### config.mk
export PLATFORM = sky130hd
export DESIGN_NAME = calendar_date_add_days
export DESIGN_NICKNAME = d
export VERILOG_FILES = /design/src/hdl/cdad_pkg.sv /design/src/hdl/calendar_date_add_days.sv /design/src/hdl/cdad_ctrl.sv /design/src/hdl/cdad_dp.sv
export SDC_FILE = /design/constraint.sdc
export NUM_CORES = 1
export LEC_CHECK = 0
export BUFFER_PORTS_ARGS = -buffer_cell sky130_fd_sc_hd__buf_2
export CAP_MARGIN = 20
export CORE_MARGIN = 5
export CORE_UTILIZATION = 44
export CTS_BUF_LIST = sky130_fd_sc_hd__clkbuf_8
export CTS_CLUSTER_SIZE = 20
export DETAILED_ROUTE_END_ITERATION = 12
export HOLD_SLACK_MARGIN = 0.06
export PLACE_DENSITY = 0.66
export SYNTH_ARGS = -nofsm -noshare
export SYNTH_HDL_FRONTEND = slang
export SYNTH_SLANG_ARGS = --single-unit
### constraint.sdc
create_clock -name clk -period 13.5 [get_ports clk]
set_input_delay 0.675 -clock clk [delete_from_list [all_inputs] [get_ports clk]]
set_output_delay 0.675 -clock clk [all_outputs]
set_load 0.03 [all_outputs]
### src/hdl/cdad_pkg.sv
`default_nettype none
package cdad_pkg;

	localparam int unsigned YEAR_W  = 14;
	localparam int unsigned MONTH_W = 4;
	localparam int unsigned DAY_W   = 5;
	localparam int unsigned OFF_W   = 17;
	// working day count: start day plus offset, signed
	localparam int unsigned WD_W    = 18;
	// working year: may run below one or past the 14-bit field
	localparam int unsigned WY_W    = 18;
	// year modulo 400
	localparam int unsigned R_W     = 9;

	localparam logic [R_W-1:0]     CYCLE_LAST  = 9'd399;
	localparam logic [8:0]         YEAR_DAYS   = 9'd365;
	localparam logic [MONTH_W-1:0] MONTH_FEB   = 4'd2;
	localparam logic [MONTH_W-1:0] MONTH_MAR   = 4'd3;
	localparam logic [MONTH_W-1:0] MONTH_DEC   = 4'd12;
	localparam logic [MONTH_W-1:0] MONTH_WRAP  = 4'd13;

	typedef struct packed {
		logic [YEAR_W-1:0]  year_in;
		logic [MONTH_W-1:0] month_in;
		logic [DAY_W-1:0]   day_in;
		logic [OFF_W-1:0]   offset_days;
	} date_req_t;

	typedef struct packed {
		logic [YEAR_W-1:0]  year_out;
		logic [MONTH_W-1:0] month_out;
		logic [DAY_W-1:0]   day_out;
		logic               input_invalid;
		logic               year_out_of_range;
	} date_res_t;

	typedef struct packed {
		logic load;
		logic mod_step;
		logic check;
		logic run_step;
		logic out_load;
	} cdad_cmd_t;

	typedef struct packed {
		logic mod_last;
		logic run_done;
	} cdad_stat_t;

	// leap test on the year modulo 400
	function automatic logic leap_of(input logic [R_W-1:0] r);
		return (r[1:0] == 2'b00) && (r != 9'd100) && (r != 9'd200) && (r != 9'd300);
	endfunction

	function automatic logic [DAY_W-1:0] month_days(input logic [MONTH_W-1:0] m,
	                                              input logic leap);
		logic [DAY_W-1:0] n;
		unique case (m) inside
			4'd2:                     n = leap ? 5'd29 : 5'd28;
			4'd4, 4'd6, 4'd9, 4'd11:  n = 5'd30;
			default:                  n = 5'd31;
		endcase
		return n;
	endfunction

endpackage
`default_nettype wire

### src/hdl/calendar_date_add_days.sv
// Sequence: reduce the year modulo 400 by subtracting shifted multiples of 400, check
// the date and add the offset, then step by whole years and single months until the day
// fits its month, then load the result register once the output side is free.
// Throughput: one request at a time; the next is taken the cycle after the result is
// loaded.
// Reset: arst_n clears the controller and result valid; payload registers are not reset.
`default_nettype none
module calendar_date_add_days #(
	parameter int unsigned MAX_YEAR = 9999
) (
	input  wire                  clk,
	input  wire                  arst_n,
	input  wire                  date_valid,
	output logic                 date_ready,
	input  cdad_pkg::date_req_t  date,
	output logic                 result_valid,
	input  wire                  result_ready,
	output cdad_pkg::date_res_t  result
);
	import cdad_pkg::*;

	// Controller sequences: accept, modulo reduction, validity check, carry loop,
	// then hands the result to the output register. The datapath never stalls the
	// loop on the output side until the last step, so a new request is taken while
	// the previous result still waits.
	cdad_cmd_t  cmd;
	cdad_stat_t stat;

	cdad_ctrl u_ctrl (
		.clk          (clk),
		.arst_n       (arst_n),
		.date_valid   (date_valid),
		.date_ready   (date_ready),
		.result_valid (result_valid),
		.result_ready (result_ready),
		.cmd          (cmd),
		.stat         (stat)
	);

	// Datapath: year kept signed so borrows below year one stay exact; the leap test
	// runs off a running year-modulo-400 count rather than any division. Whole years
	// are jumped while the day count covers a full twelve-month span.
	cdad_dp #(
		.MAX_YEAR (MAX_YEAR)
	) u_dp (
		.clk  (clk),
		.req  (date),
		.cmd  (cmd),
		.stat (stat),
		.res  (result)
	);

endmodule
`default_nettype wire

### src/hdl/cdad_ctrl.sv
`default_nettype none
module cdad_ctrl (
	input  wire                    clk,
	input  wire                    arst_n,
	input  wire                    date_valid,
	output logic                   date_ready,
	output logic                   result_valid,
	input  wire                    result_ready,
	output cdad_pkg::cdad_cmd_t    cmd,
	input  cdad_pkg::cdad_stat_t   stat
);
	import cdad_pkg::*;

	typedef enum logic [1:0] {
		ST_IDLE,
		ST_MOD,
		ST_CHECK,
		ST_RUN
	} state_t;

	state_t state_q;
	logic   out_free;

	assign out_free   = !result_valid || result_ready;
	assign date_ready = (state_q == ST_IDLE);

	always_comb begin
		cmd          = '0;
		cmd.load     = (state_q == ST_IDLE) && date_valid;
		cmd.mod_step = (state_q == ST_MOD);
		cmd.check    = (state_q == ST_CHECK);
		cmd.run_step = (state_q == ST_RUN) && !stat.run_done;
		cmd.out_load = (state_q == ST_RUN) && stat.run_done && out_free;
	end

	always_ff @(posedge clk or negedge arst_n) begin
		if (!arst_n) begin
			state_q      <= ST_IDLE;
			result_valid <= 1'b0;
		end else begin
			if (cmd.out_load)
				result_valid <= 1'b1;
			else if (result_ready)
				result_valid <= 1'b0;
			unique case (state_q)
				ST_IDLE:  if (date_valid) state_q <= ST_MOD;
				ST_MOD:   if (stat.mod_last) state_q <= ST_CHECK;
				ST_CHECK: state_q <= ST_RUN;
				ST_RUN:   if (cmd.out_load) state_q <= ST_IDLE;
				default:  state_q <= ST_IDLE;
			endcase
		end
	end

endmodule
`default_nettype wire

### src/hdl/cdad_dp.sv
`default_nettype none
module cdad_dp #(
	parameter int unsigned MAX_YEAR = 9999
) (
	input  wire                    clk,
	input  cdad_pkg::date_req_t    req,
	input  cdad_pkg::cdad_cmd_t    cmd,
	output cdad_pkg::cdad_stat_t   stat,
	output cdad_pkg::date_res_t    res
);
	import cdad_pkg::*;

	localparam logic signed [WY_W-1:0] MAXY = WY_W'(MAX_YEAR);

	logic signed [WY_W-1:0]  y_q;
	logic [MONTH_W-1:0]      m_q;
	logic signed [WD_W-1:0]  d_q;
	logic [YEAR_W-1:0]       r_q;
	logic [2:0]              k_q;
	logic [OFF_W-1:0]        off_q;
	logic                    fwd_q;
	logic                    bad_q;

	logic [R_W-1:0]          r, r_inc, r_dec;
	logic                    lp, lp_inc, lp_dec;
	logic [YEAR_W:0]         mod_thr;
	logic [DAY_W-1:0]        dim_cur, dim_prev;
	logic [MONTH_W-1:0]      m_prev;
	logic [8:0]              ylen_f, ylen_b;
	logic signed [WD_W-1:0]  sum_b, off_x;
	logic                    yr_step_f, yr_step_b, mon_step_f, mon_step_b;
	logic                    bad;

	assign r      = r_q[R_W-1:0];
	assign r_inc  = (r == CYCLE_LAST) ? '0 : r + 1'b1;
	assign r_dec  = (r == '0) ? CYCLE_LAST : r - 1'b1;
	assign lp     = leap_of(r);
	assign lp_inc = leap_of(r_inc);
	assign lp_dec = leap_of(r_dec);

	assign mod_thr = (YEAR_W+1)'(400) << k_q;

	assign dim_cur  = month_days(m_q, lp);
	assign m_prev   = (m_q == 4'd1) ? MONTH_DEC : m_q - 1'b1;
	assign dim_prev = month_days(m_prev, (m_q == 4'd1) ? lp_dec : lp);

	// span of twelve months ahead holds February of this year or the next
	assign ylen_f = YEAR_DAYS + 9'((m_q <= MONTH_FEB) ? lp : lp_inc);
	// span of twelve months behind holds February of this year or the last
	assign ylen_b = YEAR_DAYS + 9'((m_q >= MONTH_MAR) ? lp : lp_dec);
	assign sum_b  = d_q + $signed({{(WD_W-9){1'b0}}, ylen_b});

	assign yr_step_f  = d_q > $signed({{(WD_W-9){1'b0}}, ylen_f});
	assign mon_step_f = d_q > $signed({{(WD_W-DAY_W){1'b0}}, dim_cur});
	assign yr_step_b  = sum_b <= 0;
	assign mon_step_b = d_q <= 0;

	assign off_x = {off_q[OFF_W-1], off_q};

	assign bad = (y_q == '0) || (y_q > MAXY) || (m_q == '0) || (m_q > MONTH_DEC) ||
	             (d_q == '0) || (d_q > $signed({{(WD_W-DAY_W){1'b0}}, dim_cur}));

	assign stat.mod_last = (k_q == '0);
	assign stat.run_done = fwd_q ? !mon_step_f : !mon_step_b;

	always_ff @(posedge clk) begin
		if (cmd.load) begin
			y_q   <= {{(WY_W-YEAR_W){1'b0}}, req.year_in};
			m_q   <= req.month_in;
			d_q   <= {{(WD_W-DAY_W){1'b0}}, req.day_in};
			r_q   <= req.year_in;
			off_q <= req.offset_days;
			k_q   <= 3'd5;
		end
		if (cmd.mod_step) begin
			if ({1'b0, r_q} >= mod_thr)
				r_q <= r_q - mod_thr[YEAR_W-1:0];
			k_q <= k_q - 1'b1;
		end
		if (cmd.check) begin
			bad_q <= bad;
			fwd_q <= !off_q[OFF_W-1];
			if (bad) begin
				y_q <= WY_W'(1);
				m_q <= 4'd1;
				r_q <= YEAR_W'(1);
				d_q <= off_x + WD_W'(1);
			end else begin
				d_q <= d_q + off_x;
			end
		end
		if (cmd.run_step) begin
			if (fwd_q) begin
				if (yr_step_f) begin
					d_q <= d_q - $signed({{(WD_W-9){1'b0}}, ylen_f});
					y_q <= y_q + 1'b1;
					r_q <= {{(YEAR_W-R_W){1'b0}}, r_inc};
				end else begin
					d_q <= d_q - $signed({{(WD_W-DAY_W){1'b0}}, dim_cur});
					if (m_q + 1'b1 == MONTH_WRAP) begin
						m_q <= 4'd1;
						y_q <= y_q + 1'b1;
						r_q <= {{(YEAR_W-R_W){1'b0}}, r_inc};
					end else begin
						m_q <= m_q + 1'b1;
					end
				end
			end else begin
				if (yr_step_b) begin
					d_q <= sum_b;
					y_q <= y_q - 1'b1;
					r_q <= {{(YEAR_W-R_W){1'b0}}, r_dec};
				end else begin
					d_q <= d_q + $signed({{(WD_W-DAY_W){1'b0}}, dim_prev});
					m_q <= m_prev;
					if (m_q == 4'd1) begin
						y_q <= y_q - 1'b1;
						r_q <= {{(YEAR_W-R_W){1'b0}}, r_dec};
					end
				end
			end
		end
		if (cmd.out_load) begin
			res.year_out          <= (y_q < 1) ? '0 : y_q[YEAR_W-1:0];
			res.month_out         <= m_q;
			res.day_out           <= d_q[DAY_W-1:0];
			res.input_invalid     <= bad_q;
			res.year_out_of_range <= (y_q < 1) || (y_q > MAXY);
		end
	end

endmodule
`default_nettype wire

Word-level counts from Yosys, hierarchy flattened
Index checks and enable logic that the tools add are counted.
Widths: inputs -> output; s select.
{"block": "totals", "reg_bits": 104, "input_bits": 44, "word_cells": 164}
{"block": "classes", "n_addsub": 16, "order_cmp": 10, "eq_ne": 28, "shift": 1, "muxes": 54, "n_reduce_logical": 40}
{"operator": "$mux 18", "count": 16}
{"operator": "$mux 14", "count": 11}
{"operator": "$le 18x1->1 const B", "count": 2}
{"operator": "$logic_not 18->1", "count": 2}
{"operator": "$mux 4", "count": 9}
{"operator": "$ne 9x7->1 const B", "count": 3}
{"operator": "$ne 9x8->1 const B", "count": 3}
{"operator": "$ne 9x9->1 const B", "count": 3}
{"operator": "$eq 4x4->1 const B", "count": 5}
{"operator": "$pmux 5 s2", "count": 2}
{"operator": "$add 17x2->18 const B", "count": 1}
{"operator": "$add 18x1->18 const B", "count": 1}
{"operator": "$add 18x10->18", "count": 1}
{"operator": "$add 18x17->18", "count": 1}
{"operator": "$add 18x6->18", "count": 1}
{"operator": "$add 9x9->9 const A", "count": 2}
{"operator": "$gt 18x10->1", "count": 1}
{"operator": "$gt 18x15->1 const B", "count": 1}
{"operator": "$gt 18x6->1", "count": 1}
{"operator": "$lt 18x2->1 const B", "count": 1}
{"operator": "$mux 9", "count": 2}
{"operator": "$sub 18x1->18 const B", "count": 1}
{"operator": "$sub 18x10->18", "count": 1}
{"operator": "$sub 18x6->18", "count": 1}
{"operator": "other kinds (34)", "count": 77}

Logic depth before layout (Yosys ltp)
Gate-level depths: netlist of run 1.
{"block": "logic_depth", "depth_word": 14, "ltp_mapped": 25}

Hierarchy
From an unflattened synthesis of run 1, not the netlist that was laid out.
{"block": "hier_totals", "cells_unflattened": 1060, "area_unflattened_um2": 9014.9}
{"module": "cdad_dp", "n_inst": 1, "cells_each": 1037, "area_each_um2": 8788.4, "seq_area_each_um2": 2672.6}
{"module": "cdad_ctrl", "n_inst": 1, "cells_each": 23, "area_each_um2": 226.5, "seq_area_each_um2": 75.1}

Least setup slack after synthesis of run 1
Ideal clock, no wire load.
{"block": "synth_path", "kind": "reg2reg", "start": "register u_dp.r_q[6]", "end": "register u_dp.d_q[16] (data pin)", "setup_time_ns": 0.135, "arrival_time_ns": 5.562, "required_ns": 13.365, "setup_slack_ns": 7.803, "path_stages_with_launch": 25, "n_path_buf": 1, "period_less_slack_ns": 5.697, "cell_sequence": "dfxtp_1 > clkbuf_1 > nor3b_1 > o21a_1 > a21oi_1 > o31a_1 > o221a_2 > ha_1 > fa_1 > and4b_1 > nand2_1 > a31o_2 > nor2b_2 > inv_4 > nor2_1 > fa_1 > a21oi_1 > o21ai_0 > a2111oi_0 > nor3_1 > o41ai_1 > o21ai_0 > a31oi_1 > mux2_1 > nand3_1"}
{"block": "synth_between", "elab_cells_between_ends": 53, "cone_classes": "add/sub: 8; order compare: 3; eq/ne: 10; mux: 16; reduce/logical: 16"}
{"item": "from (decl)", "line_no": "cdad_dp.sv:18", "rtl": "logic [YEAR_W-1:0] r_q;"}
{"item": "from (signal assigned)", "line_no": "cdad_dp.sv:71", "rtl": "r_q <= req.year_in;"}
{"item": "from (signal assigned)", "line_no": "cdad_dp.sv:77", "rtl": "r_q <= r_q - mod_thr[YEAR_W-1:0];"}
{"item": "from (signal assigned)", "line_no": "cdad_dp.sv:97", "rtl": "r_q <= {{(YEAR_W-R_W){1'b0}}, r_inc};"}
{"item": "$ne 9x7->1", "line_no": "cdad_pkg.sv:52", "rtl": "return (r[1:0] == 2'b00) && (r != 9'd100) && (r != 9'd200) && (r != 9'd300);"}
{"item": "$logic_and 1x1->1 (2 in series)", "line_no": "cdad_pkg.sv:52"}
{"item": "$logic_and 1x1->1 (*)", "line_no": "cdad_pkg.sv:52"}
{"item": "$mux 1 (*)", "line_no": "cdad_pkg.sv:59", "rtl": "4'd2: n = leap ? 5'd29 : 5'd28;"}
{"item": "$pmux 5 s2 (*)", "line_no": "cdad_pkg.sv:58", "rtl": "unique case (m) inside"}
{"item": "$gt 18x6->1 (*)", "line_no": "cdad_dp.sv:61", "rtl": "(d_q == '0) || (d_q > $signed({{(WD_W-DAY_W){1'b0}}, dim_cur}));"}
{"item": "$logic_or 1x1->1 (*)", "line_no": "cdad_dp.sv:61"}
{"item": "net u_dp.bad", "line_no": "cdad_dp.sv:32", "rtl": "logic bad;"}
{"item": "$mux 18 (*)", "line_no": "cdad_dp.sv:83", "rtl": "if (bad) begin"}
{"item": "$mux 18 (*)", "line_no": "cdad_dp.sv:80", "rtl": "if (cmd.check) begin"}
{"item": "$mux 18 (*)", "line_no": "cdad_dp.sv:92", "rtl": "if (cmd.run_step) begin"}
{"item": "to (signal assigned)", "line_no": "cdad_dp.sv:87", "rtl": "d_q <= off_x + WD_W'(1);"}
{"item": "to (signal assigned)", "line_no": "cdad_dp.sv:89", "rtl": "d_q <= d_q + off_x;"}
{"item": "to (signal assigned)", "line_no": "cdad_dp.sv:95", "rtl": "d_q <= d_q - $signed({{(WD_W-9){1'b0}}, ylen_f});"}
{"item": "to (decl)", "line_no": "cdad_dp.sv:17", "rtl": "logic signed [WD_W-1:0] d_q;"}
Mark *: on every way through the listed nets, which the timed path passes. The rest lies on a longest branch.
A chain may end at the register's enable or synchronous reset.

Worst setup path in the final report of run 1
{"block": "layout_path", "start": "register u_dp.r_q[0]", "end": "register u_dp.y_q[13]"}
{"block": "layout_between", "elab_chain_cells": 14, "elab_cells_between_ends": 50, "cone_classes": "add/sub: 5; order compare: 3; eq/ne: 10; mux: 15; reduce/logical: 17"}
{"item": "parallel branches: the longest is 13 deep, another holds $add 18x10->18"}
{"item": "$mux 18 (*)", "line_no": "cdad_dp.sv:92"}
{"item": "to (signal assigned)", "line_no": "cdad_dp.sv:96", "rtl": "y_q <= y_q + 1'b1;"}
{"item": "to (signal assigned)", "line_no": "cdad_dp.sv:111", "rtl": "y_q <= y_q - 1'b1;"}
{"item": "to (signal assigned)", "line_no": "cdad_dp.sv:117", "rtl": "y_q <= y_q - 1'b1;"}
{"item": "to (decl)", "line_no": "cdad_dp.sv:15", "rtl": "logic signed [WY_W-1:0] y_q;"}
Mark *: on every way between the ends.

==> flow_summary.toml, run 1 <==
[run_status]
status = "complete, no violations"

[floorplan]
die_h_um = 154
placementRows = 52
pin_count = 71
initial_utilization = 0.447
coreArea_mm2 = 0.0203
die-area_mm2 = 0.0236
dieWidth_um = 154

[synth]
synth_area_mm2 = 0.00908
synth_edf_count = 65
yosys_warnings = 0
ys_types = 105
synth_most_common_cell = "nand2_1"
synthTopCellsByArea = "edfxtp_1 (21%), dfxtp_1 (7.9%), ha_1 (7.4%), nand2_1 (4.8%), a21oi_1 (4.2%)"
async_flop_share = 0.0288
syn_inst = 1091
syn_area_per_cell_um2 = 8.32
synth_top_area_cell = "edfxtp_1"
syn_nets = 1194
yosysSeqAreaShare = 0.303
synth.ff_latch_count = 104
synth_common_cells = "nand2_1 (116), nor2_1 (92), a21oi_1 (76), edfxtp_1 (65), ha_1 (54)"
ys.flop_type = "edfxtp_1"
synth_top_cell_area_share = 0.215

[worst_setup_path]
crit_required_ns = 13.79
r2r_cells = 21
crit_slowest_cell = "a31oi_4"
critPathMaxStageDelay_ns = 0.87
crit_start = "u_dp.r_q[0]"
end_kind = "flip-flop"
cpMostUsedCell = "nand2_1"
path_class = "flip-flop to flip-flop"
r2r_start = "u_dp.r_q[0]"
worstPathMaxFanout = 25
start_kind = "flip-flop"
regToRegEndpoint = "u_dp.y_q[13]"
arrival_ns = 7.07
path_cells = "inv_1 > ha_1 > nor3b_1 > nand2_1 > o21ai_0 > a22oi_1 > o41ai_1 > nand2_1 > a32oi_1 > ha_1 > inv_1 > fa_1 > nor3b_2 > xor2_1 > or3_4 > a2111oi_4 > nand4_1 > a31oi_4 > o21ai_2 > nand2_1 > o32ai_1"
rrSetupSlack_ns = 6.72

[clocking]
cts.sinks = 104
cts_tree = "built"
clock_path_buffers = 2
cts_resized = 0
cts.clk_slew.worst_paths_ns = 0.12
htreeDepth = 3
clk_latency_ns = 0.42
cts_made_buffers = 9
ctsRootBufferMaster = "clkbuf_8"

[grt]
grt-ovfl-total = 0
grt_max_degree = 46
antenna_found_initial = 0
grt_pass1_wl_um = 41200
grtUsageTotal = 0.211
grt_pass1_vias = 7942

[timing]
hold_viol_final = 0
rsz0062_at_grt = "no"
skew_ns = 0.0207
setup_viol = 0
period_needed_ns = 6.78
finalSetupTns_ns = 0
timing.slew.headroom = 0.323
fmax_ghz = 0.148
slew_viol_final = 0
period_share = 0.502
max_slew.worst_pin.slew_ns = 1.02

[route]
wl_per_cell_um = 18.2
avgViaCountPerCell = 6.04
ant_nets = 0
via_count = 8379
wl_um = 25300
drt_iter0_markers = 649
firstDrtPassIters = 5
drc = 0

[power_and_ir_drop]
p_leak_nw = 3.81
ir_drop_v = 0.000102
power_mw = 2.55
powerDensity_mw_per_mm2 = 262

[worst_hold_path]
min_to = "u_dp.off_q[2]"
holdPathStages = 1
min_from = "date[2]"
hp-class = "input port to flip-flop"

[final_layout]
diodes = 0
area_growth_pct = 7.25
fin_nets = 1215
layout-drive-gt1-share = 0.126

[run]
cap_violations = 0

[place]
dp_hpwl_um = 18900
port_buffers = 70
gp_congestion = 0.910
[where the power goes]
| part | internal (mW) | switching [mW] | leakage [nW] |
|---|---|---|---|
| clock | 0.0740 | 0.129 | 0.103 |
| sequential | 0.491 | 0.202 | 0.948 |
| combinational | 0.653 | 1.00 | 2.76 |
[routing by layer]
layer | up-vias | share of wire | global-route usage
li1 | 4098 | - | -
met2 | 260 | 0.48 | 0.357
met1 | 3974 | 0.44 | 0.278
met4 | 0 | 0.028 | 0.0749
met5 | - | 0 | 0
met3 | 47 | 0.046 | 0.0253
[final cells by class]
cell class | instances | area, um2
multi-input cells | 873 | 5830
well taps | 270 | 338
clock inverters | 7 | 83.8
flip-flops and latches | 104 | 2750
fillers | 2006 | 10600
clock buffers | 9 | 124
repair buffers | 82 | 455
inverters | 42 | 160
[registers in the layout, indices dropped and copies added (netlist names)]
name                 flops
u_ctrl.result_valid      1
u_dp.off_q              17
u_dp.bad_q               1
u_ctrl.state_q           2
u_dp.fwd_q               1
u_dp.d_q                18
u_dp.m_q                 4
u_dp.k_q                 3
u_dp.res                25
u_dp.r_q                14
u_dp.y_q                18
[worst max path at each step]
stage | to | depth (start not counted)
after floorplan | u_dp.d_q[16] | 24
after global placement | u_dp.y_q[6] | 23
after detailed placement | u_dp.r_q[4] | 21
after CTS | u_dp.y_q[6] | 21
after global routing | u_dp.y_q[13] | 21
final | u_dp.y_q[13] | 21
[through the flow]
stage	utilization	std cells	setup slack (ns)	instance area (um2)	hold WS, ns
after floorplan	-	1091	7.80	9080	0.379
after global placement	0.468	1369	6.97	9500	0.415
after detailed placement	0.468	1369	6.80	9500	0.432
after CTS	0.479	1386	6.78	9720	0.412
after global routing	0.480	1387	6.19	9740	0.410
final	0.480	1387	6.72	9740	0.432
[placed cells by master, fill, tap and decap left out, types with 29 or more instances in the layout]
master / instances
inv_1: 40
nor3_1: 33
a21oi_1: 76
buf_2: 70
nand2_1: 116
nor2_1: 92
and2_1: 29
ha_1: 54
o21ai_0: 44
nand3_1: 40
xnor2_1: 33
edfxtp_1: 65
dfxtp_1: 36
[cell families (layout without fill, tap and decap cells)]
| group | count (synthesis) | in the layout | synth area share |
|---|---|---|---|
| simple gates | 418 | 418 | 0.231 |
| compound gates | 320 | 320 | 0.248 |
| buf+inv | 114 | 140 | 0.0557 |
| flops | 104 | 104 | 0.303 |
| fa+ha+maj | 59 | 59 | 0.0854 |
| xor+xnor | 52 | 52 | 0.0501 |
| mux | 24 | 24 | 0.0270 |
[critical path, delay by kind of cell, from the launching register on]
family                     cells  cell delay, ns
AOI/OAI and AO/OA              8            2.82
xor gates and xnor gates       1            0.17
adders and majority gates      3            0.93
buffers and inverters          2            0.19
DFF                            1            0.39
and+or+nand+nor                7            2.14
[repair_timing]
action,in CTS,in global routing
setup buffers,0,0
endpoints found under the hold margin,3,0
hold buffers,1,0
Power figures use the tool's default switching activity.
==> inputs of run 2 (changes only) <==
Clock period 13.5 ns to 6.98 ns, I/O delays scaled along.
==> flow_summary.toml, run 2 (same netlist as run 1, synthesis figures left out) <==
[final_layout]
diodes = 0
largest_reg_flops = 25
area_growth_pct = 7.91
top_register = "u_dp.res"
layout_common_cells = "nand2_1 (116), nor2_1 (92), a21oi_1 (76), buf_2 (70), edfxtp_1 (65)"
fin_nets = 1224
final_common_cell = "nand2_1"
layout-drive-gt1-share = 0.133
top_regs = "u_dp.res: 25 flops, u_dp.d_q: 18 flops, u_dp.y_q: 18 flops"
nFillCells = 1971

[worst_setup_path]
crit_required_ns = 7.25
start_kind = "flip-flop"
end_kind = "flip-flop"
critPathMaxStageDelay_ns = 0.66
crit_slowest_cell = "a2111oi_0"
rrSetupSlack_ns = 0.45
path_cells = "nand2b_1 > o21ai_0 > a31oi_1 > o31a_1 > o221a_2 > ha_1 > fa_1 > and4b_1 > nand2_1 > a31o_2 > nor2b_2 > inv_4 > nor2_1 > fa_1 > a21oi_1 > o21ai_0 > a2111oi_0 > nor3_1 > o41ai_1 > o21ai_0 > a31oi_1 > mux2_1 > nand3_1"
cpMostUsedCell = "o21ai_0"
path_class = "flip-flop to flip-flop"
worst-path-buf-inv = 1
path_delay_family = "compound AO/OA/AOI/OAI gates"
arrival_ns = 6.79
worstPathMaxFanout = 13

[clocking]
cts_made_buffers = 9
cts.clk_slew.worst_paths_ns = 0.12
htreeDepth = 3
cts.sinks = 104
cts_tree = "built"
clk_latency_ns = 0.40
cts_resized = 0
ctsRootBufferMaster = "clkbuf_8"
clock_path_buffers = 2

[timing]
period_needed_ns = 6.53
setup_viol = 0
skew_ns = 0.0156
timing.slew.headroom = 0.398
hold_viol_final = 0
period_share = 0.935
fmax_ghz = 0.153
timing.hold.ws_ns = 0.117
rsz0062_at_grt = "no"
slew_viol_final = 0
finalSetupTns_ns = 0
max_slew.worst_pin.slew_ns = 0.903

[grt]
antenna_found_initial = 0
grt-ovfl-total = 0
grt_pass1_vias = 8012
grtUsageTotal = 0.213
grt_pass1_wl_um = 41600
grt_max_degree = 46

[floorplan]
die_h_um = 154
dieWidth_um = 154
pin_count = 71
die-area_mm2 = 0.0236
initial_utilization = 0.447
coreArea_mm2 = 0.0203
placementRows = 52

[run]
cap_violations = 0

[power_and_ir_drop]
ir_drop_v = 0.000185
pwr-share-seq = 0.263
clkPwrFrac = 0.081
p_leak_nw = 3.86
sw_frac_of_total = 0.517
powerDensity_mw_per_mm2 = 508
p_int_mw = 2.41
combinationalPowerShare = 0.656
switchingPower_mw = 2.57

[route]
drt_iter0_markers = 834
wl_per_cell_um = 18.3
avgViaCountPerCell = 6.11
drc = 0
via_count = 8534
wl_um = 25600
firstDrtPassIters = 6
ant_nets = 0

[run_status]
status = "complete, no violations"

[place]
gp_congestion = 0.962
dp_hpwl_um = 18800
port_buffers = 70

[worst_hold_path]
hp-class = "input port to flip-flop"
run 2: metal layers:
metal  global-route usage  vias to the layer above  wire (um)
met5                    0                        -          0
met4               0.0883                        0        890
met3               0.0253                       61       1420
met2                0.355                      319      12000
met1                0.281                     4029      11300
li1                     -                     4125          -
run 2: metrics by stage:
stage	power, mW	instances	instance area, um2	worst slack (ns)	utilization
finish	4.98	1396	9800	0.452	0.483
global route	5.41	1396	9800	0.0115	0.483
CTS	4.94	1395	9770	0.445	0.481
detailed placement	4.53	1378	9570	0.523	0.471
global placement	4.49	1378	9570	0.615	0.471
floorplan	3.77	1091	9080	1.28	-
run 2: worst paths after layout:
| path | startpoint | end | depth (start not counted) |
|---|---|---|---|
| setup / recovery | u_dp.r_q[7] | u_dp.d_q[16] | 23 |
| hold reg to reg | u_dp.r_q[9] | u_dp.r_q[9] | 2 |
| max in group asynchronous | arst_n | u_ctrl.state_q[0] | 2 |
| hold / removal | date[13] | u_dp.off_q[13] | 1 |
| setup reg to reg | u_dp.r_q[7] | u_dp.d_q[16] | 23 |
| min in group asynchronous | arst_n | u_ctrl.result_valid | 2 |
run 2: power groups by stage:
stage / logic (mW) / registers, mW / clock network (mW)
6_report: 3.27 / 1.31 / 0.401
5_1_grt: 3.62 / 1.35 / 0.435
4_1_cts: 3.23 / 1.30 / 0.409
3_5_place_dp: 3.21 / 1.31 / 0
3_3_place_gp: 3.18 / 1.31 / 0
2_1_floorplan: 2.63 / 1.14 / 0
run 2: what timing repair did:
action | CTS | global route
hold buffers | 1 | 0
setup buffers | 0 | 0
hold endpoints to repair | 3 | 0
run 2: cell type report:
class | instances | area (um2) | share of cell area
clock buffer | 9 | 124 | 0.0126
clock inverter | 7 | 68.8 | 0.00702
inverter | 42 | 160 | 0.0163
multi-input combinational | 873 | 5830 | 0.595
sequential | 104 | 2750 | 0.280
tap | 270 | 338 | 0.0345
timing repair buffer | 91 | 531 | 0.0541
==> inputs of run 3 (changes only) <==
Settings changed: GPL_TIMING_DRIVEN from default to 0.
==> flow_summary.toml, run 3 (same netlist as run 1, synthesis figures left out) <==
[run_status]
status = "complete, no violations"

[worst_setup_path]
critPathCapture = "u_dp.d_q[16]"
crit_slowest_cell = "dfxtp_1"
start_kind = "flip-flop"
path_class = "flip-flop to flip-flop"
end_kind = "flip-flop"
arrival_ns = 6.87
crit_start = "u_dp.r_q[6]"
rrSetupSlack_ns = 0.39
crit_required_ns = 7.26
worstPathMaxFanout = 10
path_cells = "clkbuf_2 > nor3b_1 > o21a_1 > a21oi_1 > o31a_1 > o221a_2 > ha_1 > fa_1 > and4b_1 > nand2_1 > a31o_2 > nor2b_2 > inv_4 > nor2_1 > fa_1 > a21oi_1 > o21ai_0 > a2111oi_2 > nor3_1 > o41ai_2 > o21ai_0 > a31oi_1 > mux2_1 > nand3_1"
r2r_start = "u_dp.r_q[6]"
critPathMaxStageDelay_ns = 0.50
regToRegEndpoint = "u_dp.d_q[16]"
r2r_cells = 24

[grt]
met1_usage = 0.314
antenna_found_initial = 0
grt_use_met3 = 0.0329
grt_max_degree = 27
met2_usage = 0.392
grt_pass1_vias = 8524
grt-ovfl-total = 0
grt_pass1_wl_um = 45700
grtUsageTotal = 0.238
grt_busiest_layer = "met2"

[power_and_ir_drop]
powerDensity_mw_per_mm2 = 520
p_leak_nw = 3.99
power_mw = 5.23
ir_drop_v = 0.000186

[timing]
timing.slew.headroom = 0.256
hold_viol_final = 0
period_needed_ns = 6.59
slew_viol_final = 0
skew_ns = 0.0192
worst_slack_ns = 0.394
period_share = 0.944
max_slew.worst_pin.slew_ns = 1.09
setup_viol = 0
fmax_ghz = 0.152
rsz0062_at_grt = "no"

[clocking]
cts.clk_slew.worst_paths_ns = 0.12
cts.sinks = 104
cts_tree = "built"
htreeDepth = 3
post_cts_buffers = 0
clock_path_buffers = 2
cts_made_buffers = 9
ctsRootBufferMaster = "clkbuf_8"
clk_latency_ns = 0.42

[worst_hold_path]
hp-class = "input port to flip-flop"

[place]
gp_congestion = 0.975
port_buffers = 70
dp_hpwl_um = 21500
pre_cts_ws_ns = -0.0685

[floorplan]
initial_utilization = 0.447
placementRows = 52
die_h_um = 154
dieWidth_um = 154
die-area_mm2 = 0.0236
coreArea_mm2 = 0.0203
pin_count = 71

[final_layout]
seqCellArea_mm2 = 0.00275
final_common_cell = "nand2_1"
largest_reg_flops = 25
area_growth_pct = 10.6
top_register = "u_dp.res"
layout_common_cells = "nand2_1 (116), nor2_1 (92), buf_2 (91), a21oi_1 (76), edfxtp_1 (65)"
multi_input_area_mm2 = 0.00584
diodes = 0
top_regs = "u_dp.res: 25 flops, u_dp.d_q: 18 flops, u_dp.y_q: 18 flops"
layout-drive-gt1-share = 0.140
fin_nets = 1278
nFillCells = 2014

[route]
ant_nets = 0
wl_per_cell_um = 20.0
wl_um = 29000
via_count = 8940
avgViaCountPerCell = 6.17
drc = 0
firstDrtPassIters = 6
drt_iter0_markers = 874

[run]
cap_violations = 0
==> run 3: cell count changes in the layout (fill, tap and decap cells not counted), sizes merged <==
cell	before	now
clkinv	4	3
bufinv	1	2
buf	90	105
clkbuf	9	48
==> run 3: worst max-delay path, delay by kind of cell (launching register included) <==
| family | cells | cell delay, ns |
|---|---|---|
| AOI/OAI and AO/OA | 11 | 2.83 |
| adders and majority gates | 3 | 1.07 |
| buffers and inverters | 2 | 0.46 |
| DFF | 1 | 0.50 |
| muxes | 1 | 0.36 |
| and+or+nand+nor | 7 | 1.21 |
==> run 3: repair_timing <==
item,in CTS,in global routing
pin swaps,0,0
hold buffers,1,0
endpoints found under the hold margin,3,0
setup endpoints to repair,1,2
gates resized for setup,2,4
==> run 3: through the flow <==
stage	area, um2	hold WS [ns]	TNS [ns]	utilization	instances
detailed placement	9770	0.158	-0.0685	0.481	1431
finish	10000	0.0957	0	0.495	1450
global placement	9770	0.156	-0.151	0.481	1431
global route	10000	0.0901	0	0.495	1450
floorplan	9080	0.0534	0	-	1091
CTS	10000	0.0892	0	0.493	1448
==> run 3: cell type report <==
| cell class | instances | area share |
|---|---|---|
| inverter | 42 | 0.0159 |
| tap | 270 | 0.0336 |
| buffer | 72 | 0.0347 |
| timing repair buffer | 73 | 0.0391 |
| multi-input combinational | 873 | 0.581 |
| clock buffer | 9 | 0.0123 |
| sequential | 104 | 0.273 |
| clock inverter | 7 | 0.00934 |
==> run 3: worst min path at each step <==
| stage | cells after the start | slack [ns] | end | start |
|---|---|---|---|---|
| floorplan | 0 | 0.05 | u_ctrl.result_valid | arst_n |
| global placement | 1 | 0.16 | u_ctrl.result_valid | arst_n |
| detailed placement | 1 | 0.16 | u_ctrl.result_valid | arst_n |
| CTS | 1 | 0.09 | u_dp.off_q[14] | date[14] |
| global route | 1 | 0.09 | u_dp.off_q[15] | date[15] |
| finish | 1 | 0.1 | u_dp.off_q[8] | date[8] |
==> run 3: routing by layer <==
metal / vias to the layer above / routed length [um]
met5: - / 0
met4: 0 / 1070
met3: 83 / 1970
met2: 411 / 13700
met1: 4225 / 12300
li1: 4221 / -
==> run 3: power by group <==
part           internal, mW  total [mW]  switching [mW]
clock                 0.203       0.449           0.245
combinational          1.35        3.65            2.30
sequential            0.948        1.13           0.180
total                  2.50        5.23            2.73
